<file path="config.mk">
export PLATFORM = sky130hd
export DESIGN_NAME = hqsc_check
export DESIGN_NICKNAME = d
export VERILOG_FILES = /design/src/hqsc_pkg.sv /design/src/hqsc_check.sv
export SDC_FILE = /design/constraint.sdc
export NUM_CORES = 1
export LEC_CHECK = 0
export BUFFER_PORTS_ARGS = -buffer_cell sky130_fd_sc_hd__buf_2
export CAP_MARGIN = 20
export CORE_MARGIN = 2
export CORE_UTILIZATION = 54
export CTS_BUF_LIST = sky130_fd_sc_hd__clkbuf_16
export DETAILED_ROUTE_END_ITERATION = 16
export PLACE_DENSITY = 0.77
export SKIP_LAST_GASP = 1
export SYNTH_ARGS = -nofsm -noshare
export SYNTH_HDL_FRONTEND = slang
export SYNTH_SLANG_ARGS = --single-unit
export TNS_END_PERCENT = 30
</file>
<file path="constraint.sdc">
create_clock -name clk -period 2.7 [get_ports clk]
set_input_delay 0.135 -clock clk [delete_from_list [all_inputs] [get_ports clk]]
set_output_delay 0.135 -clock clk [all_outputs]
set_load 0.01 [all_outputs]
</file>
<file path="src/hqsc_pkg.sv">
// Package for the helicity quad sequence checker.
// Holds the error codes, quad position constants and the shared sync-bit struct.
// No dependencies.
package hqsc_pkg;

  localparam int unsigned SLOT_BITS_DEF = 8;
  localparam int unsigned POS_BITS      = 3;

  // Position value after reset, until a first-quad mark is seen
  localparam logic [POS_BITS-1:0] QUAD_POS_UNSYNC = 3'd5;
  localparam logic [POS_BITS-1:0] QUAD_POS_FIRST  = 3'd0;
  localparam logic [POS_BITS-1:0] QUAD_POS_SECOND = 3'd1;
  localparam logic [POS_BITS-1:0] QUAD_POS_THIRD  = 3'd2;
  localparam logic [POS_BITS-1:0] QUAD_POS_FOURTH = 3'd3;

  typedef enum logic [3:0] {
    ERR_NONE          = 4'd0,
    ERR_UNEXP_FIRST   = 4'd1,
    ERR_UNEXP_OTHER   = 4'd2,
    ERR_HEL_PREDICT   = 4'd3,
    ERR_PS_QS_MISMATCH = 4'd4,
    ERR_PS_SAME       = 4'd5,
    ERR_HEL_SAME      = 4'd6,
    ERR_HEL_CHANGED   = 4'd7,
    ERR_MID_PS        = 4'd8,
    ERR_MID_QS        = 4'd9,
    ERR_MID_HEL       = 4'd10
  } err_code_t;

  typedef struct packed {
    logic predict_ok;
    logic helicity;
    logic quad_sync;
    logic pair_sync;
  } sync_bits_t;

endpackage

</file>
<file path="src/hqsc_check.sv">
// Window and quad state of the helicity quad sequence checker, plus the
// per-event error decision. Depends on hqsc_pkg.
module hqsc_check import hqsc_pkg::*; #(
  parameter int unsigned SLOT_BITS = SLOT_BITS_DEF
) (
  input  logic                 clk,
  input  logic                 rst_n,
  input  logic                 step,
  input  logic [SLOT_BITS-1:0] slot,
  input  sync_bits_t           bits,
  output err_code_t            code
);

  logic [SLOT_BITS-1:0] prev_slot_r;
  logic [POS_BITS-1:0]  quad_pos_r, quad_pos_nxt;
  logic                 cur_valid_r, cur_pair_r, cur_quad_r, cur_hel_r;

  logic                 new_win;
  logic [POS_BITS-1:0]  pos_inc;
  logic                 pos_odd;

  assign new_win = (slot == SLOT_BITS'(1)) || (slot <= prev_slot_r);
  // (pos + 1) mod 4 only looks at the two low bits
  assign pos_inc = {1'b0, quad_pos_r[1:0] + 2'd1};

  always_comb begin
    code         = ERR_NONE;
    quad_pos_nxt = quad_pos_r;
    pos_odd      = 1'b0;
    if (new_win) begin
      if (!bits.quad_sync && quad_pos_r == QUAD_POS_UNSYNC) begin
        quad_pos_nxt = QUAD_POS_FIRST;
      end else begin
        quad_pos_nxt = pos_inc;
        if (!bits.quad_sync && pos_inc != QUAD_POS_FIRST) begin
          code         = ERR_UNEXP_FIRST;
          quad_pos_nxt = QUAD_POS_FIRST;
        end else if (bits.quad_sync && pos_inc == QUAD_POS_FIRST) begin
          code = ERR_UNEXP_OTHER;
        end
      end

      pos_odd = (quad_pos_nxt == QUAD_POS_SECOND) || (quad_pos_nxt == QUAD_POS_FOURTH);

      if (quad_pos_nxt == QUAD_POS_FIRST && !bits.predict_ok) begin
        code = ERR_HEL_PREDICT;
      end
      if (((quad_pos_nxt == QUAD_POS_FIRST || quad_pos_nxt == QUAD_POS_THIRD) &&
           bits.pair_sync) || (pos_odd && !bits.pair_sync)) begin
        code = ERR_PS_QS_MISMATCH;
      end
      // the window now closing becomes the previous one
      if (cur_valid_r) begin
        if (bits.pair_sync == cur_pair_r) begin
          code = ERR_PS_SAME;
        end
        if (pos_odd) begin
          if (bits.helicity == cur_hel_r) begin
            code = ERR_HEL_SAME;
          end
        end else if (quad_pos_nxt == QUAD_POS_THIRD) begin
          if (bits.helicity != cur_hel_r) begin
            code = ERR_HEL_CHANGED;
          end
        end
      end
    end else if (cur_valid_r) begin
      if (bits.pair_sync != cur_pair_r) begin
        code = ERR_MID_PS;
      end
      if (bits.quad_sync != cur_quad_r) begin
        code = ERR_MID_QS;
      end
      if (bits.helicity != cur_hel_r) begin
        code = ERR_MID_HEL;
      end
    end
  end

  always_ff @(posedge clk) begin
    if (!rst_n) begin
      prev_slot_r  <= '0;
      quad_pos_r   <= QUAD_POS_UNSYNC;
      cur_valid_r  <= 1'b0;
      cur_pair_r   <= 1'b0;
      cur_quad_r   <= 1'b0;
      cur_hel_r    <= 1'b0;
    end else if (step) begin
      prev_slot_r <= slot;
      if (new_win) begin
        quad_pos_r   <= quad_pos_nxt;
        cur_valid_r  <= 1'b1;
        cur_pair_r   <= bits.pair_sync;
        cur_quad_r   <= bits.quad_sync;
        cur_hel_r    <= bits.helicity;
      end
    end
  end

endmodule

</file>
======== Word-level counts from Yosys, hierarchy flattened ========
Cells that the tools add are included.
word-level totals
  bits in registers ....................... 15
  bits in latches ......................... 0
  memory bits (writable) .................. 0
  memory bits (read-only) ................. 0
  output and inout port bits .............. 4
  word-level logic and storage cells ...... 54
  memories kept ........................... 0
cells by class
  add/subtract/negate cells ............... 1
  multipliers ............................. 0
  divide/modulo/power cells ............... 0
  order comparisons ....................... 1
  equality and inequality tests ........... 10
  shift-type cells ........................ 0
  mux-type cells .......................... 19
  bitwise gates (word level) .............. 0
  reduce and logical (&&, ||, !) cells .... 17
operator list
  operator                                             number
  2-to-1 mux 4 bit                                     13
  2-to-1 mux 2 bit                                     5
  equality test 8 x 1 -> 1 bit, second input constant  1
  <= comparator 8 bit                                  1
  equality test 3 x 2 -> 1 bit, second input constant  2
  logical AND 1 bit                                    6
  logical NOT 3 bit                                    2
  logical OR 1 bit                                     4
  equality test 3 x 1 -> 1 bit, second input constant  1
  equality test 3 bit, second input constant           1
  logical NOT 1 bit                                    3
  2-to-1 mux 3 bit                                     1
  inequality test 1 bit                                3
  nonzero test 3 bit                                   1
  adder 2 x 1 -> 2 bit, second input constant          1
  equality test 1 bit                                  2
  AND reduction 2 bit                                  1

======== Depth between registers and ports, before layout ========
  word-level depth ........................ 17
  gate-level depth with buffers ........... 7
  mapped depth without buffers ............ 7

======== Worst setup path before layout ========
OpenSTA, ideal clock, no wires.
  path type ............................... flip-flop to flip-flop
  start point ............................. register prev_slot_r[5]
  end point ............................... register quad_pos_r[0]
  library setup time ...................... 121 ps
  arrival time ............................ 1742 ps
  path slack .............................. 836 ps
  cell stages (with the launch flop) ...... 8
  buffers on the path ..................... 0
  cells stage by stage .................... dfxtp_1 -> inv_1 -> ha_1 -> a211o_1 -> a21oi_2 -> a211oi_2 -> a21boi_4 -> mux2_4
on the way
  word-level cells in the longest chain between the ends .. 3
ends and longest elaborated chain
  item                           line              RTL
  start: declaration             hqsc_check.sv:14  logic [SLOT_BITS-1:0] prev_slot_r;
  start signal: assignment       hqsc_check.sv:89  prev_slot_r <= slot;
  <= comparator 8 bit            hqsc_check.sv:22  assign new_win = (slot == SLOT_BITS'(1)) || (slot <= prev_slot_r);
  logical OR 1 bit               hqsc_check.sv:22
  AND reduction 2 bit (no line)  --
  end signal: assignment         hqsc_check.sv:91  quad_pos_r <= quad_pos_nxt;
  end: declaration               hqsc_check.sv:15  logic [POS_BITS-1:0] quad_pos_r, quad_pos_nxt;
No other way between the ends.
A chain may end at the register's enable or synchronous reset.

======== Final worst setup path ========
  start point ............................. register prev_slot_r[6]
  end point ............................... output port code[0]
on the way
  word-level cells in the longest chain between the ends .. 3
ends and longest elaborated chain
  item                 line              RTL
  <= comparator 8 bit  hqsc_check.sv:22
  logical OR 1 bit     hqsc_check.sv:22
  2-to-1 mux 4 bit     hqsc_check.sv:30  if (new_win) begin
  end: declaration     hqsc_check.sv:11  output err_code_t code
No other way between the ends.

==> run summary <==
Yosys instantiated no cell more often than sky130_fd_sc_hd__dfxtp_1. The proportion of synthesized flip-flops having asynchronous set or reset is 0, and the placed standard-cell area is 1181 um2. Clock tree synthesis found a total of 15 sinks. The internal cell power is 0.5187 mW.

Synthesis produced a netlist with a net count of 150. The tool flagged a number of max-cap violations equal to 0. The arrival time at the worst endpoint was 2070 ps. Along the worst path, the maximum fanout reaches 4. The tools report the number of global-route vias before repair as 924. The final critical-path share of the clock period was 0.8167. The area share of the leading cell type in the synthesized netlist works out to 0.2784.

The die covers 2371 um2. The tools report the count of pins over their slew limit as 0. Timing would allow up to 453.5 MHz.

The post-detailed-route count of antenna-violating nets was 0. The tools report the nature of the critical path endpoint as a primary output. After detailed routing, the average wire length per cell comes to 12.96 um. The relative contribution of combinational cells to total power was 0.248; the total number of placement rows was 16. Ranked by instance count, the synthesized netlist is headed by 15 x sky130_fd_sc_hd__dfxtp_1, 14 x sky130_fd_sc_hd__mux2i_1, 13 x sky130_fd_sc_hd__inv_1.

Summing every instance area after synthesis gives 1079 um2. The run gives 1 as the deepest level of the CTS H-tree. Dividing total power by cell area gives a power density of 571.4 nW/um2.

The number of hold-slack violations in the final timing report is 0, and the number of clock buffers inserted by TritonCTS is 3. The stage delay of the slowest cell on the critical path works out to 360 ps. The peak supply drop was 0.5190 mV.

The final cell count without fillers is 169. The most used flip-flop cell after synthesis is sky130_fd_sc_hd__dfxtp_1. For the sequential element share of the synthesized area, the log shows 0.2784. Measured along the x axis, the die boundary spans 48.69 um. The tools report the buffer cell driving the clock tree root as sky130_fd_sc_hd__clkbuf_16. The worst slew margin relative to its limit is 0.7248, and the maximum number of pins on one net before global-route repair is 21.

After global routing the overflow that remains totals 0. The logs give 125 for the synthesized instance count and 2.190 mm for the total wire length. The depth of the most critical reg-to-reg path is 7, and the count of pins on the block boundary is 19.

The signal on the critical path passes through inv_1 -> ha_1 -> nand4_1 -> nor2_1 -> a211oi_2 -> and2_2 -> mux2i_1 -> buf_2. Clock transition time at the flip-flop clock pins of the worst setup and hold paths: 50 ps. The number of antenna violations at the first check in global routing is 0. Between clock sinks in the finished design, the worst skew comes to 1.666 ps. Summing internal, switching and leakage power gives 0.7199 mW. Yosys printed 0 warnings. The number of antenna diodes in the final layout is 0. By area the synthesized netlist is led by sky130_fd_sc_hd__dfxtp_1 28%, sky130_fd_sc_hd__mux2i_1 13%, sky130_fd_sc_hd__ha_1 12%.

The distinct cell type count after synthesis is 35. OpenSTA, run right after detailed placement, puts the worst setup slack at 731.5 ps. The number of enable-type register cells in the synthesized netlist was 0. The tools report the termination of the worst setup path as code[0]. Setup repair after global routing left no endpoint under its margin. The longest clock path from root to sink contains 2 buffers.

For the total global routing track utilization, the log shows 0.2161. Area inside the core boundary: 1922 um2. TritonCTS built the clock tree. The total of hold buffers inserted after clock tree synthesis was 0; the quantity of gates resized following cts was 0. Clock network latency to the later pin of the worst-skew pair: 250 ps.

The synthesized area divided by synthesized cell count is 8.628 um2. The tools report the worst setup slack after layout as 494.9 ps. The final routed DRC violation total was 0. The number of storage elements in the synthesis netlist is 15, and the time the final worst path needs with I/O delays and setup is 2205 ps. The worst hold path belongs to the class in -> reg. The logs give 0.396 for the clock power share and 0 ps for the aggregate negative setup slack.

The endpoint identified for the worst register-to-register timing path is quad_pos_r[0]. The share of final-layout standard cells stronger than drive strength 1 was 0.1901; the number of violations reported at the end of detailed-routing iteration 0 was 14. The area growth from synthesis to layout is 16.82%. The worst reg2reg path startpoint was prev_slot_r[5]. The floorplan step set the die height to 48.69 um. The first global-routing pass estimated 3.926 mm of wire. For the multi-input combinational cell area, the log shows 708.2 um2. The beginning of the critical path is prev_slot_r[6]. Final hold analysis gives a worst-case slack of 187.4 ps.

The reg2reg setup slack came out at 690 ps. The footprint of the flip-flops and latches is 300.3 um2, and the switching component of the power is 0.2012 mW. Number of detailed-route iterations in the first pass: 4. The critical path is of the reg -> out type.

After routing the design area is 1260 um2. In this run the post-CTS setup repair buffer count came out at 0. Data on the critical path is required at its endpoint by 2570 ps. The total of endpoints with negative setup slack in the final report was 0; the slew at the pin with the worst max-slew slack was 409.1 ps.

The run gives 0.5743 nW as the leakage power figure. The tools report the final RePlAce weighted congestion as 0.8415. The run finished with clean final reports.

The top cell type by total area after synthesis is sky130_fd_sc_hd__dfxtp_1. The routed layout has 912 vias. The number of inserted filler cells in the final layout was 181. Kind of launch point of the worst setup path: a flip-flop. The slowest stage of the critical path belongs to the cell sky130_fd_sc_hd__a211oi_2.

The detailed-placement wirelength estimate is 1.704 mm, and the share of total power in sequential cells is 0.356. Once placement completed, the tool counted placed cells totaling 165. The switching power share of the total came out at 0.2794. The post-layout net count came out at 168. After detailed routing, the number of vias per cell comes to 5.396. The final core utilization was 0.6556; the number of input and output port buffers inserted was 18. The starting density of the core was 0.5612.
## placed cells by master (no fill, tap or decap), types with 4 or more instances in the layout
cell	count
sky130_fd_sc_hd__o21ai_0	4
sky130_fd_sc_hd__a21oi_1	6
sky130_fd_sc_hd__mux2i_1	14
sky130_fd_sc_hd__nor2b_1	11
sky130_fd_sc_hd__nand2_1	11
sky130_fd_sc_hd__inv_1	14
sky130_fd_sc_hd__nor2_1	4
sky130_fd_sc_hd__buf_2	18
sky130_fd_sc_hd__dfxtp_1	15
sky130_fd_sc_hd__ha_1	10
## sequential cells by signal, summed over array words and instances, names as in the netlist
| name | flops |
|---|---|
| cur_hel_r | 1 |
| cur_quad_r | 1 |
| cur_valid_r | 1 |
| cur_pair_r | 1 |
| quad_pos_r | 3 |
| prev_slot_r | 8 |
## cell type report
type,count,area share
Clock buffer,3,0.05958
Clock inverter,1,0.002979
Inverter,13,0.03873
Multi-Input combinational cell,92,0.5621
Sequential cell,15,0.2383
Tap cell,27,0.02681
Timing Repair Buffer,18,0.07150
## power by group through the flow
stage	Combinational [mW]	Clock (mW)	Sequential, mW
4_1_cts	0.179	0.290	0.256
2_1_floorplan	0.135	0	0.253
5_1_grt	0.203	0.297	0.259
6_report	0.179	0.285	0.256
3_5_place_dp	0.177	0	0.261
3_3_place_gp	0.173	0	0.259
## worst min path at each step
stage                        from             end  cells after the start
final                     bits[2]       cur_hel_r                      3
after global routing      slot[5]  prev_slot_r[5]                      3
after CTS                 slot[0]  prev_slot_r[0]                      3
after detailed placement  slot[4]  prev_slot_r[4]                      3
after global placement    slot[1]  prev_slot_r[1]                      3
after floorplan           bits[2]       cur_hel_r                      2
## routing by layer
layer,GRT usage,wire length (um)
met1,0.2413,986
met3,0.05556,85
met5,0,0
met4,0.09524,33
met2,0.3836,1085
## critical path: cells and delay by family, from the launching register on
family / cells / cell delay, ps
buffers and inverters: 2 / 190
multiplexers: 1 / 180
AO/OA/AOI/OAI: 1 / 360
adder cells (fa/ha/maj): 1 / 280
flip-flops: 1 / 330
AND/OR/NAND/NOR: 3 / 490
## cells by family after synthesis
kind of cell	count (synthesis)	synth area share
AOI/OAI and AO/OA	26	0.1798
buffers and inverters	18	0.06497
muxes	15	0.1438
adders and majority gates	10	0.1160
and+or+nand+nor	37	0.1845
DFF	15	0.2784
xor gates and xnor gates	4	0.03249
(Power assumes the default switching activity.)
